File: config.mk
export PLATFORM = sky130hd
export DESIGN_NAME = sorted_value_list
export DESIGN_NICKNAME = d
export VERILOG_FILES = /design/src/design/svl_pkg.sv /design/src/design/svl_cell.sv /design/src/design/svl_ctrl.sv /design/src/design/sorted_value_list.sv
export VERILOG_INCLUDE_DIRS = /design/src /design/src/design
export SDC_FILE = /design/constraint.sdc
export NUM_CORES = 2
export LEC_CHECK = 0
export BUFFER_PORTS_ARGS = -buffer_cell sky130_fd_sc_hd__buf_2
export CORE_ASPECT_RATIO = 1.25
export CORE_UTILIZATION = 59
export DETAILED_ROUTE_END_ITERATION = 7
export GPL_ROUTABILITY_DRIVEN = 1
export PLACE_DENSITY = 0.88
export SLEW_MARGIN = 5
export SYNTH_ARGS = -nofsm -noshare
export SYNTH_HDL_FRONTEND = slang
export SYNTH_SLANG_ARGS = --single-unit
File: constraint.sdc
create_clock -name clock -period 4.8 [get_ports clock]
set_input_delay 0.48 -clock clock [delete_from_list [all_inputs] [get_ports clock]]
set_output_delay 0.48 -clock clock [all_outputs]
set_load 0.02 [all_outputs]
File: src/design/sorted_value_list_assert.svh
// Assertion macros for the sorted value list controller
`ifndef SORTED_VALUE_LIST_ASSERT_SVH
`define SORTED_VALUE_LIST_ASSERT_SVH

// Same-cycle implication, ignored while reset is high
`define SVL_ASSERT_NOW(label, clk, rst, ante, cons, msg) \
   label: assert property (@(posedge clk) disable iff (rst) (ante) |-> (cons)) \
      else $error(msg);

// Next-cycle implication, ignored while reset is high
`define SVL_ASSERT_NEXT(label, clk, rst, ante, cons, msg) \
   label: assert property (@(posedge clk) disable iff (rst) (ante) |=> (cons)) \
      else $error(msg);

`endif

File: src/design/svl_pkg.sv
package svl_pkg;

   // Storage geometry
   localparam int CAPACITY      = 16;
   localparam int DATA_W        = 32;
   localparam int CNT_W         = $clog2(CAPACITY + 1);
   localparam int COUNT_FIELD_W = 5;
   localparam int STATUS_W      = 2;

   // Request modes
   localparam logic MODE_INSERT = 1'b0;
   localparam logic MODE_DELETE = 1'b1;

   // Response status codes
   typedef enum logic [STATUS_W-1:0] {
      ST_INSERTED  = 2'd0,
      ST_DELETED   = 2'd1,
      ST_NOT_FOUND = 2'd2,
      ST_FULL      = 2'd3
   } status_type;

   // Controller states
   typedef enum logic [1:0] {
      FSM_IDLE,
      FSM_CMP,
      FSM_UPD
   } fsm_type;

   // Command broadcast from the controller to every cell
   typedef struct packed {
      logic                     compare;
      logic                     update;
      logic                     mode;
      logic signed [DATA_W-1:0] value;
   } cell_cmd_type;

   // Signals handed from one cell to its right-hand neighbour
   typedef struct packed {
      logic                     ins;    // insert point at or before this cell
      logic                     seen;   // first equal entry at or before this cell
      logic signed [DATA_W-1:0] entry;
   } link_type;

   // Count masked to the width of the response field
   function automatic logic [COUNT_FIELD_W-1:0] count_field(input logic [CNT_W-1:0] cnt);
      logic [CNT_W+COUNT_FIELD_W-1:0] wide;
      wide = {{COUNT_FIELD_W{1'b0}}, cnt};
      return wide[COUNT_FIELD_W-1:0];
   endfunction

endpackage

File: src/design/svl_cell.sv
module svl_cell (
   input  logic                             clock,
   input  svl_pkg::cell_cmd_type            cmd,
   input  logic                             valid,
   input  logic                             is_head,
   input  svl_pkg::link_type                left,
   input  logic signed [svl_pkg::DATA_W-1:0] right_entry,
   output svl_pkg::link_type                to_right
);
   import svl_pkg::*;

   logic signed [DATA_W-1:0] entry_ff, entry_in;
   logic                     ins_ff, ins_in;
   logic                     eq_ff, eq_in;
   logic                     seen;

   // Compare phase: local ordering and equality against the request value
   always_comb begin
      if (!valid) begin
         ins_in = 1'b1;
      end else if (is_head) begin
         ins_in = entry_ff > cmd.value;
      end else begin
         ins_in = entry_ff >= cmd.value;
      end
      eq_in = valid && (entry_ff == cmd.value);
   end

   always_ff @(posedge clock) begin
      if (cmd.compare) begin
         ins_ff <= ins_in;
         eq_ff  <= eq_in;
      end
   end

   // Chain of first-match flags for delete
   assign seen = left.seen | eq_ff;

   // Update phase: shift right on insert, shift left on delete
   always_comb begin
      entry_in = entry_ff;
      if (cmd.mode == MODE_INSERT) begin
         if (left.ins) begin
            entry_in = left.entry;
         end else if (ins_ff) begin
            entry_in = cmd.value;
         end
      end else begin
         if (seen) begin
            entry_in = right_entry;
         end
      end
   end

   always_ff @(posedge clock) begin
      if (cmd.update) begin
         entry_ff <= entry_in;
      end
   end

   assign to_right.ins   = ins_ff;
   assign to_right.seen  = seen;
   assign to_right.entry = entry_ff;

endmodule

File: src/design/svl_ctrl.sv
`include "sorted_value_list_assert.svh"

module svl_ctrl (
   input  logic                                    clock,
   input  logic                                    reset,
   input  logic                                    req_valid,
   output logic                                    req_ready,
   input  logic                                    req_mode,
   input  logic signed [svl_pkg::DATA_W-1:0]       req_value,
   output logic                                    rsp_valid,
   input  logic                                    rsp_ready,
   output logic [svl_pkg::STATUS_W-1:0]            rsp_status,
   output logic [svl_pkg::COUNT_FIELD_W-1:0]       rsp_count,
   input  logic                                    found,
   output svl_pkg::cell_cmd_type                   cmd,
   output logic [svl_pkg::CNT_W-1:0]               count
);
   import svl_pkg::*;

   fsm_type                  state_ff, state_in;
   logic                     mode_ff;
   logic signed [DATA_W-1:0] value_ff;
   logic [CNT_W-1:0]         count_ff, count_in;
   logic                     rsp_valid_ff;
   status_type               rsp_status_ff, status_in;
   logic [COUNT_FIELD_W-1:0] rsp_count_ff;
   logic                     full;
   logic                     upd_go;
   logic                     cmp_go;
   logic                     accept;

   assign full   = count_ff == CNT_W'(CAPACITY);
   assign accept = req_valid && req_ready;

   // Next state
   always_comb begin
      state_in = state_ff;
      unique case (state_ff)
         FSM_IDLE: if (req_valid) state_in = FSM_CMP;
         FSM_CMP:  state_in = FSM_UPD;
         FSM_UPD:  if (!rsp_valid_ff || rsp_ready) state_in = FSM_IDLE;
         default:  state_in = FSM_IDLE;
      endcase
   end

   // State outputs
   always_comb begin
      req_ready = 1'b0;
      upd_go    = 1'b0;
      cmp_go    = 1'b0;
      unique case (state_ff)
         FSM_IDLE: req_ready = 1'b1;
         FSM_CMP:  cmp_go = 1'b1;
         FSM_UPD:  upd_go = !rsp_valid_ff || rsp_ready;
         default:  req_ready = 1'b0;
      endcase
   end

   // Cells move only when the request changes the store
   assign cmd.compare = cmp_go;
   assign cmd.update  = upd_go && !(mode_ff == MODE_INSERT && full);
   assign cmd.mode    = mode_ff;
   assign cmd.value   = value_ff;

   // Status and new count
   always_comb begin
      count_in  = count_ff;
      status_in = ST_INSERTED;
      if (mode_ff == MODE_INSERT) begin
         if (full) begin
            status_in = ST_FULL;
         end else begin
            status_in = ST_INSERTED;
            count_in  = count_ff + CNT_W'(1);
         end
      end else begin
         if (found) begin
            status_in = ST_DELETED;
            count_in  = count_ff - CNT_W'(1);
         end else begin
            status_in = ST_NOT_FOUND;
         end
      end
   end

   // Control registers
   always_ff @(posedge clock) begin
      if (reset) begin
         state_ff     <= FSM_IDLE;
         count_ff     <= '0;
         rsp_valid_ff <= 1'b0;
      end else begin
         state_ff <= state_in;
         if (upd_go) begin
            count_ff     <= count_in;
            rsp_valid_ff <= 1'b1;
         end else if (rsp_ready) begin
            rsp_valid_ff <= 1'b0;
         end
      end
   end

   // Request and response payload
   always_ff @(posedge clock) begin
      if (accept) begin
         mode_ff  <= req_mode;
         value_ff <= req_value;
      end
      if (upd_go) begin
         rsp_status_ff <= status_in;
         rsp_count_ff  <= count_field(count_in);
      end
   end

   assign rsp_valid  = rsp_valid_ff;
   assign rsp_status = rsp_status_ff;
   assign rsp_count  = rsp_count_ff;
   assign count      = count_ff;

   `SVL_ASSERT_NOW(a_count_bound, clock, reset, 1'b1, count_ff <= CNT_W'(CAPACITY),
      "entry count above capacity")
   `SVL_ASSERT_NEXT(a_full_refused, clock, reset, upd_go && mode_ff == MODE_INSERT && full,
      $stable(count_ff) && rsp_status_ff == ST_FULL, "insert into full store changed count")
   `SVL_ASSERT_NEXT(a_accept_to_cmp, clock, reset, accept, state_ff == FSM_CMP,
      "accepted request did not enter compare")
   `SVL_ASSERT_NEXT(a_notfound_stable, clock, reset,
      upd_go && mode_ff == MODE_DELETE && !found, $stable(count_ff),
      "failed delete changed count")

endmodule

File: src/design/sorted_value_list.sv
// Sorted store of up to CAPACITY signed 32-bit values, ascending. Each request
// inserts a value at its sorted place (a value equal to the head goes after it)
// or deletes the first equal entry, and returns one response with a status
// (inserted, deleted, not found, full) and the entry count after the request.
// The store is a row of cells, one entry each. A request passes through
// acceptance, a compare state in which every cell checks its entry against the
// value in parallel, and an update state in which the insert point and the
// first-match flag ripple along the row and each cell loads from itself, its
// left or its right neighbour. A request can be accepted while the previous
// response waits; its update then holds until that response is taken.
module sorted_value_list (
   input  logic                               clock,
   input  logic                               reset,
   input  logic                               req_valid,
   output logic                               req_ready,
   input  logic                               req_mode,
   input  logic signed [svl_pkg::DATA_W-1:0]  req_value,
   output logic                               rsp_valid,
   input  logic                               rsp_ready,
   output logic [svl_pkg::STATUS_W-1:0]       rsp_status,
   output logic [svl_pkg::COUNT_FIELD_W-1:0]  rsp_count
);
   import svl_pkg::*;

   cell_cmd_type     cmd;
   logic [CNT_W-1:0] count;
   logic             found;
   link_type         links [CAPACITY+1];
   logic [CAPACITY-1:0] cell_valid;

   svl_ctrl u_ctrl (
      .clock      (clock),
      .reset      (reset),
      .req_valid  (req_valid),
      .req_ready  (req_ready),
      .req_mode   (req_mode),
      .req_value  (req_value),
      .rsp_valid  (rsp_valid),
      .rsp_ready  (rsp_ready),
      .rsp_status (rsp_status),
      .rsp_count  (rsp_count),
      .found      (found),
      .cmd        (cmd),
      .count      (count)
   );

   // Left edge of the row: no insert point and no match yet
   assign links[0] = '0;
   assign found    = links[CAPACITY].seen;

   // Row of cells
   for (genvar i = 0; i < CAPACITY; i++) begin : g_cell
      logic signed [DATA_W-1:0] right_entry;

      assign cell_valid[i] = count > CNT_W'(i);

      if (i < CAPACITY - 1) begin : g_inner
         assign right_entry = links[i+2].entry;
      end else begin : g_last
         assign right_entry = '0;
      end

      svl_cell u_cell (
         .clock       (clock),
         .cmd         (cmd),
         .valid       (cell_valid[i]),
         .is_head     (1'(i == 0)),
         .left        (links[i]),
         .right_entry (right_entry),
         .to_right    (links[i+1])
      );
   end

endmodule

==> flow_metrics.py <==
metrics = {
    "status": {
        "outcome": "completed",
    },
    "floorplan": {
        "dieWidth_microns": 235,
        "die-area_sq_mm": 0.0692,
        "pin_count": 46,
        "start_util_pct": 59.9,
        "die_h_microns": 294,
        "num_rows": 106,
        "core_sq_mm": 0.0671,
    },
    "clocking": {
        "cts-root-buf": "clkbuf_16",
        "clk_path_buf_depth": 3,
        "cts-buffers-inserted": 58,
        "clk_latency_ns": 0.64,
        "cts-htree-levels": 2,
        "cts_sinks": 592,
        "cts_setup_buffers": 0,
        "cts_tree": "built",
        "cts_resized": 0,
        "clk_pin_slew_ns": 0.07,
    },
    "setup_path": {
        "rr_endpoint": "g_cell[2].u_cell.ins_ff$_SDFFCE_PP1N_",
        "max_stage_delay_ns": 0.77,
        "cp-end-kind": "register",
        "critPathBufInv": 2,
        "crit_arrival_ns": 4.12,
        "slowest_stage": "nor4_1",
        "worstPathCellList": "inv_1 -> buf_4 -> ha_1 -> nand4_1 -> nor4_1 -> nand2_1 -> a21oi_1 -> or4_1 -> nand3_1",
        "cp_num_cells": 9,
        "crit_type": "register to register",
        "cp_max_fo": 16,
        "required_ns": 5.18,
        "reg2reg_from": "u_ctrl.value_ff[31]$_DFFE_PP_",
        "start_kind": "register",
        "reg2reg_slack_ns": 1.07,
        "cp_top_family": "simple AND/OR/NAND/NOR gates",
        "reg2regPathDepth": 9,
    },
    "layout": {
        "layout.nets": 4375,
        "drive_gt1_share_pct": 5.87,
        "syn2layout_area_growth_pct": 7.31,
        "diodes": 0,
        "fillCellCount": 4833,
    },
    "synth": {
        "synthMuxAreaShare_pct": 12.3,
        "netlist_area_sq_mm": 0.0402,
        "synth-seq-cells": 592,
        "synth_edf_count": 584,
        "synth_top_family_by_area": "adder cells",
        "async_flop_share_pct": 0,
        "synth_compound_area_share_pct": 13.3,
        "synthCells": 3858,
        "ys_seq_area_share_pct": 44.0,
        "yosys.area_share.simple_pct": 11.5,
        "synthAdderAreaFrac_pct": 16.1,
        "synth-xor-area-share_pct": 0.109,
        "ys_types": 76,
        "syn-num-nets": 4412,
        "synth-main-ff-cell": "edfxtp_1",
        "ys.warnings.count": 0,
        "synth.avg_cell_area_sq_um": 10.4,
    },
    "global_route": {
        "antenna_found_initial": 0,
        "grt_first_pass_wirelength_mm": 176,
        "grt-ovfl-total": 0,
        "grt_pass1_vias": 31600,
        "grtUsageTotal_pct": 32.5,
        "grt_max_degree": 339,
    },
    "detailed_routing": {
        "ant_nets": 0,
        "drtIter0Drc": 3712,
        "post_drt_via_cell_ratio": 6.78,
        "drt_wl_total_mm": 114,
        "wl_per_cell_microns": 24.2,
        "route.detailed.drc": 0,
        "via_count": 32100,
        "first_pass_iters": 6,
    },
    "worst_hold_path": {
        "whs_endpoint": "u_ctrl.value_ff[25]$_DFFE_PP_",
        "worstHoldStart": "req_value[25]",
        "min_path_type": "primary input to register",
        "hold_depth": 1,
    },
    "timing": {
        "finalSetupViolCount": 0,
        "fmax_mhz": 268,
        "hold_viol_final": 0,
        "min_period_over_period_pct": 77.8,
        "min_period_ns": 3.73,
        "worst_pin_slew_ns": 1.29,
        "fin_skew_ns": 0.0270,
        "relSlewSlack_pct": 14.0,
        "rsz0062_at_grt": "no",
        "setup_ws_ns": 1.07,
        "slew_viol_final": 0,
        "fin_setup_tns_ns": 0,
    },
    "placed_design": {
        "hpwl_mm": 82.6,
        "gp_congestion": 0.968,
        "dp_slack_ns": 1.19,
        "portBuffers": 45,
    },
    "power": {
        "comb_power_share_pct": 14.8,
        "pwr_density_cell_mw_per_mm2": 288,
        "p_sw_share_pct": 27.7,
        "pwr-share-seq_pct": 49.2,
        "p_sw_uw": 3440,
        "peakVddDrop_uv": 295,
        "internal_power_uw": 8980,
        "p_leak_uw": 0.0186,
        "clkPwrFrac_pct": 36.0,
        "total_power_uw": 12400,
    },
    "job": {
        "cap_violations": 0,
    },
}
==> worst reg2reg max path: stages, from the launching register on <==
cell and delay [ns]:
edfxtp_1 0.76, inv_1 0.49, buf_4 0.30, ha_1 0.38, nand4_1 0.15, nor4_1 0.77
nand2_1 0.17, a21oi_1 0.26, or4_1 0.15, nand3_1 0.06
==> stage by stage <==
step,util [%],cell area (sq um),cells,hold WS [ns]
floorplan,-,40200,3858,0.471
global placement,61.6,41300,4622,0.489
detailed placement,61.6,41300,4622,0.501
CTS,64.3,43100,4734,0.000102
global route,64.3,43100,4734,0.0118
finish,64.3,43100,4734,0.0172
==> synth_stat cells, types with 7 or more instances <==
master,number,area share [%]
a21boi_0,7,0.13
nand2_1,586,5.5
or4_1,7,0.13
dfxtp_1,8,0.40
nand3_1,47,0.59
nor2_1,112,1.0
o21a_1,23,0.43
edfxtp_1,584,44
a21oi_1,181,2.3
mux2i_1,490,12
or3_1,11,0.17
o211ai_1,21,0.39
inv_1,67,0.63
nor4_1,30,0.47
a211oi_1,25,0.47
clkbuf_1,183,1.7
a21o_1,45,0.84
nand2b_1,13,0.20
nand4_1,108,1.7
a221oi_1,8,0.17
buf_1,26,0.24
nor2b_1,24,0.37
a31oi_1,15,0.23
nor3_1,47,0.59
o21ai_0,557,6.9
ha_1,517,16
o31ai_1,9,0.17
==> routing by layer <==
layer	part of all wire, %	track usage (%)	vias to the layer above
li1	-	-	14500
met3	7.8	4.14	512
met1	36	38.0	15100
met5	0	0	-
met2	47	53.2	1927
met4	9.4	28.0	0
==> worst max path at each step <==
stage / endpoint / start / slack, ns
2_1_floorplan: g_cell[2].u_cell.entry_ff[0]$_DFFE_PP_ / u_ctrl.count[0]$_SDFFE_PP0P_ / 0.29
3_3_place_gp: g_cell[15].u_cell.ins_ff$_SDFFCE_PP1N_ / u_ctrl.value_ff[8]$_DFFE_PP_ / 1.37
3_5_place_dp: g_cell[2].u_cell.ins_ff$_SDFFCE_PP1N_ / u_ctrl.value_ff[31]$_DFFE_PP_ / 1.19
4_1_cts: g_cell[15].u_cell.ins_ff$_SDFFCE_PP1N_ / u_ctrl.value_ff[8]$_DFFE_PP_ / 1.19
5_1_grt: g_cell[15].u_cell.ins_ff$_SDFFCE_PP1N_ / u_ctrl.value_ff[9]$_DFFE_PP_ / 0.90
6_report: g_cell[2].u_cell.ins_ff$_SDFFCE_PP1N_ / u_ctrl.value_ff[31]$_DFFE_PP_ / 1.07
==> power by group through the flow <==
stage | clock [uW] | sequential (uW) | combinational, uW
floorplan | 0 | 6100 | 1260
global placement | 0 | 6190 | 1680
detailed placement | 0 | 6200 | 1760
CTS | 4500 | 6090 | 1790
global route | 4670 | 6120 | 2000
finish | 4480 | 6110 | 1840
==> placed cells by master (no fill, tap or decap), drive strengths merged, types with 6 or more instances in the layout <==
| master | count |
|---|---|
| o211ai | 21 |
| clkbuf | 81 |
| ha | 517 |
| a21boi | 7 |
| nor2 | 112 |
| dfxtp | 8 |
| buf | 115 |
| a21oi | 182 |
| nor3 | 48 |
| o31ai | 9 |
| nand2b | 13 |
| o21ai | 558 |
| mux2i | 490 |
| a2111oi | 6 |
| nand2 | 586 |
| a211o | 6 |
| and4 | 6 |
| a21o | 45 |
| or4 | 8 |
| edfxtp | 584 |
| or3 | 12 |
| nand3 | 48 |
| inv | 67 |
| nor4 | 30 |
| o21a | 23 |
| clkinv | 26 |
| nand4 | 108 |
| a221oi | 8 |
| a211oi | 25 |
| nor2b | 24 |
| a31oi | 15 |
==> final cells by class <==
| cell class | instances | area (sq um) | area share, % |
|---|---|---|---|
| repair buffers | 118 | 818 | 1.90 |
| flip-flops and latches | 592 | 17700 | 41.0 |
| well taps | 864 | 1080 | 2.51 |
| inverters | 69 | 259 | 0.600 |
| clock inverters | 28 | 179 | 0.415 |
| multi-input cells | 2982 | 21500 | 49.9 |
| clock buffers | 81 | 1600 | 3.71 |
==> logic make-up after synthesis <==
logic type	Yosys count
AO/OA/AOI/OAI	946
AND/OR/NAND/NOR	1020
adder cells (fa/ha/maj)	517
flip-flops	592
buffers and inverters	284
multiplexers	494
XOR/XNOR	5
==> registers in the layout, summed over array words and instances, names as in the netlist <==
| signal | flops |
|---|---|
| g_cell.u_cell.entry_ff | 512 |
| u_ctrl.value_ff | 32 |
| g_cell.u_cell.eq_ff | 16 |
| g_cell.u_cell.ins_ff | 16 |
| u_ctrl.count | 5 |
| u_ctrl.rsp_count | 5 |
| u_ctrl.rsp_status | 2 |
| u_ctrl.state_ff | 2 |
| u_ctrl.mode_ff | 1 |
| u_ctrl.rsp_valid | 1 |
==> what timing repair did <==
action / 4_1_cts / 5_1_grt
hold buffers: 3 / 0
setup endpoints to repair: 0 / 0
endpoints found under the hold margin: 3 / 0
No activity file was read; power rests on OpenSTA's default activity.
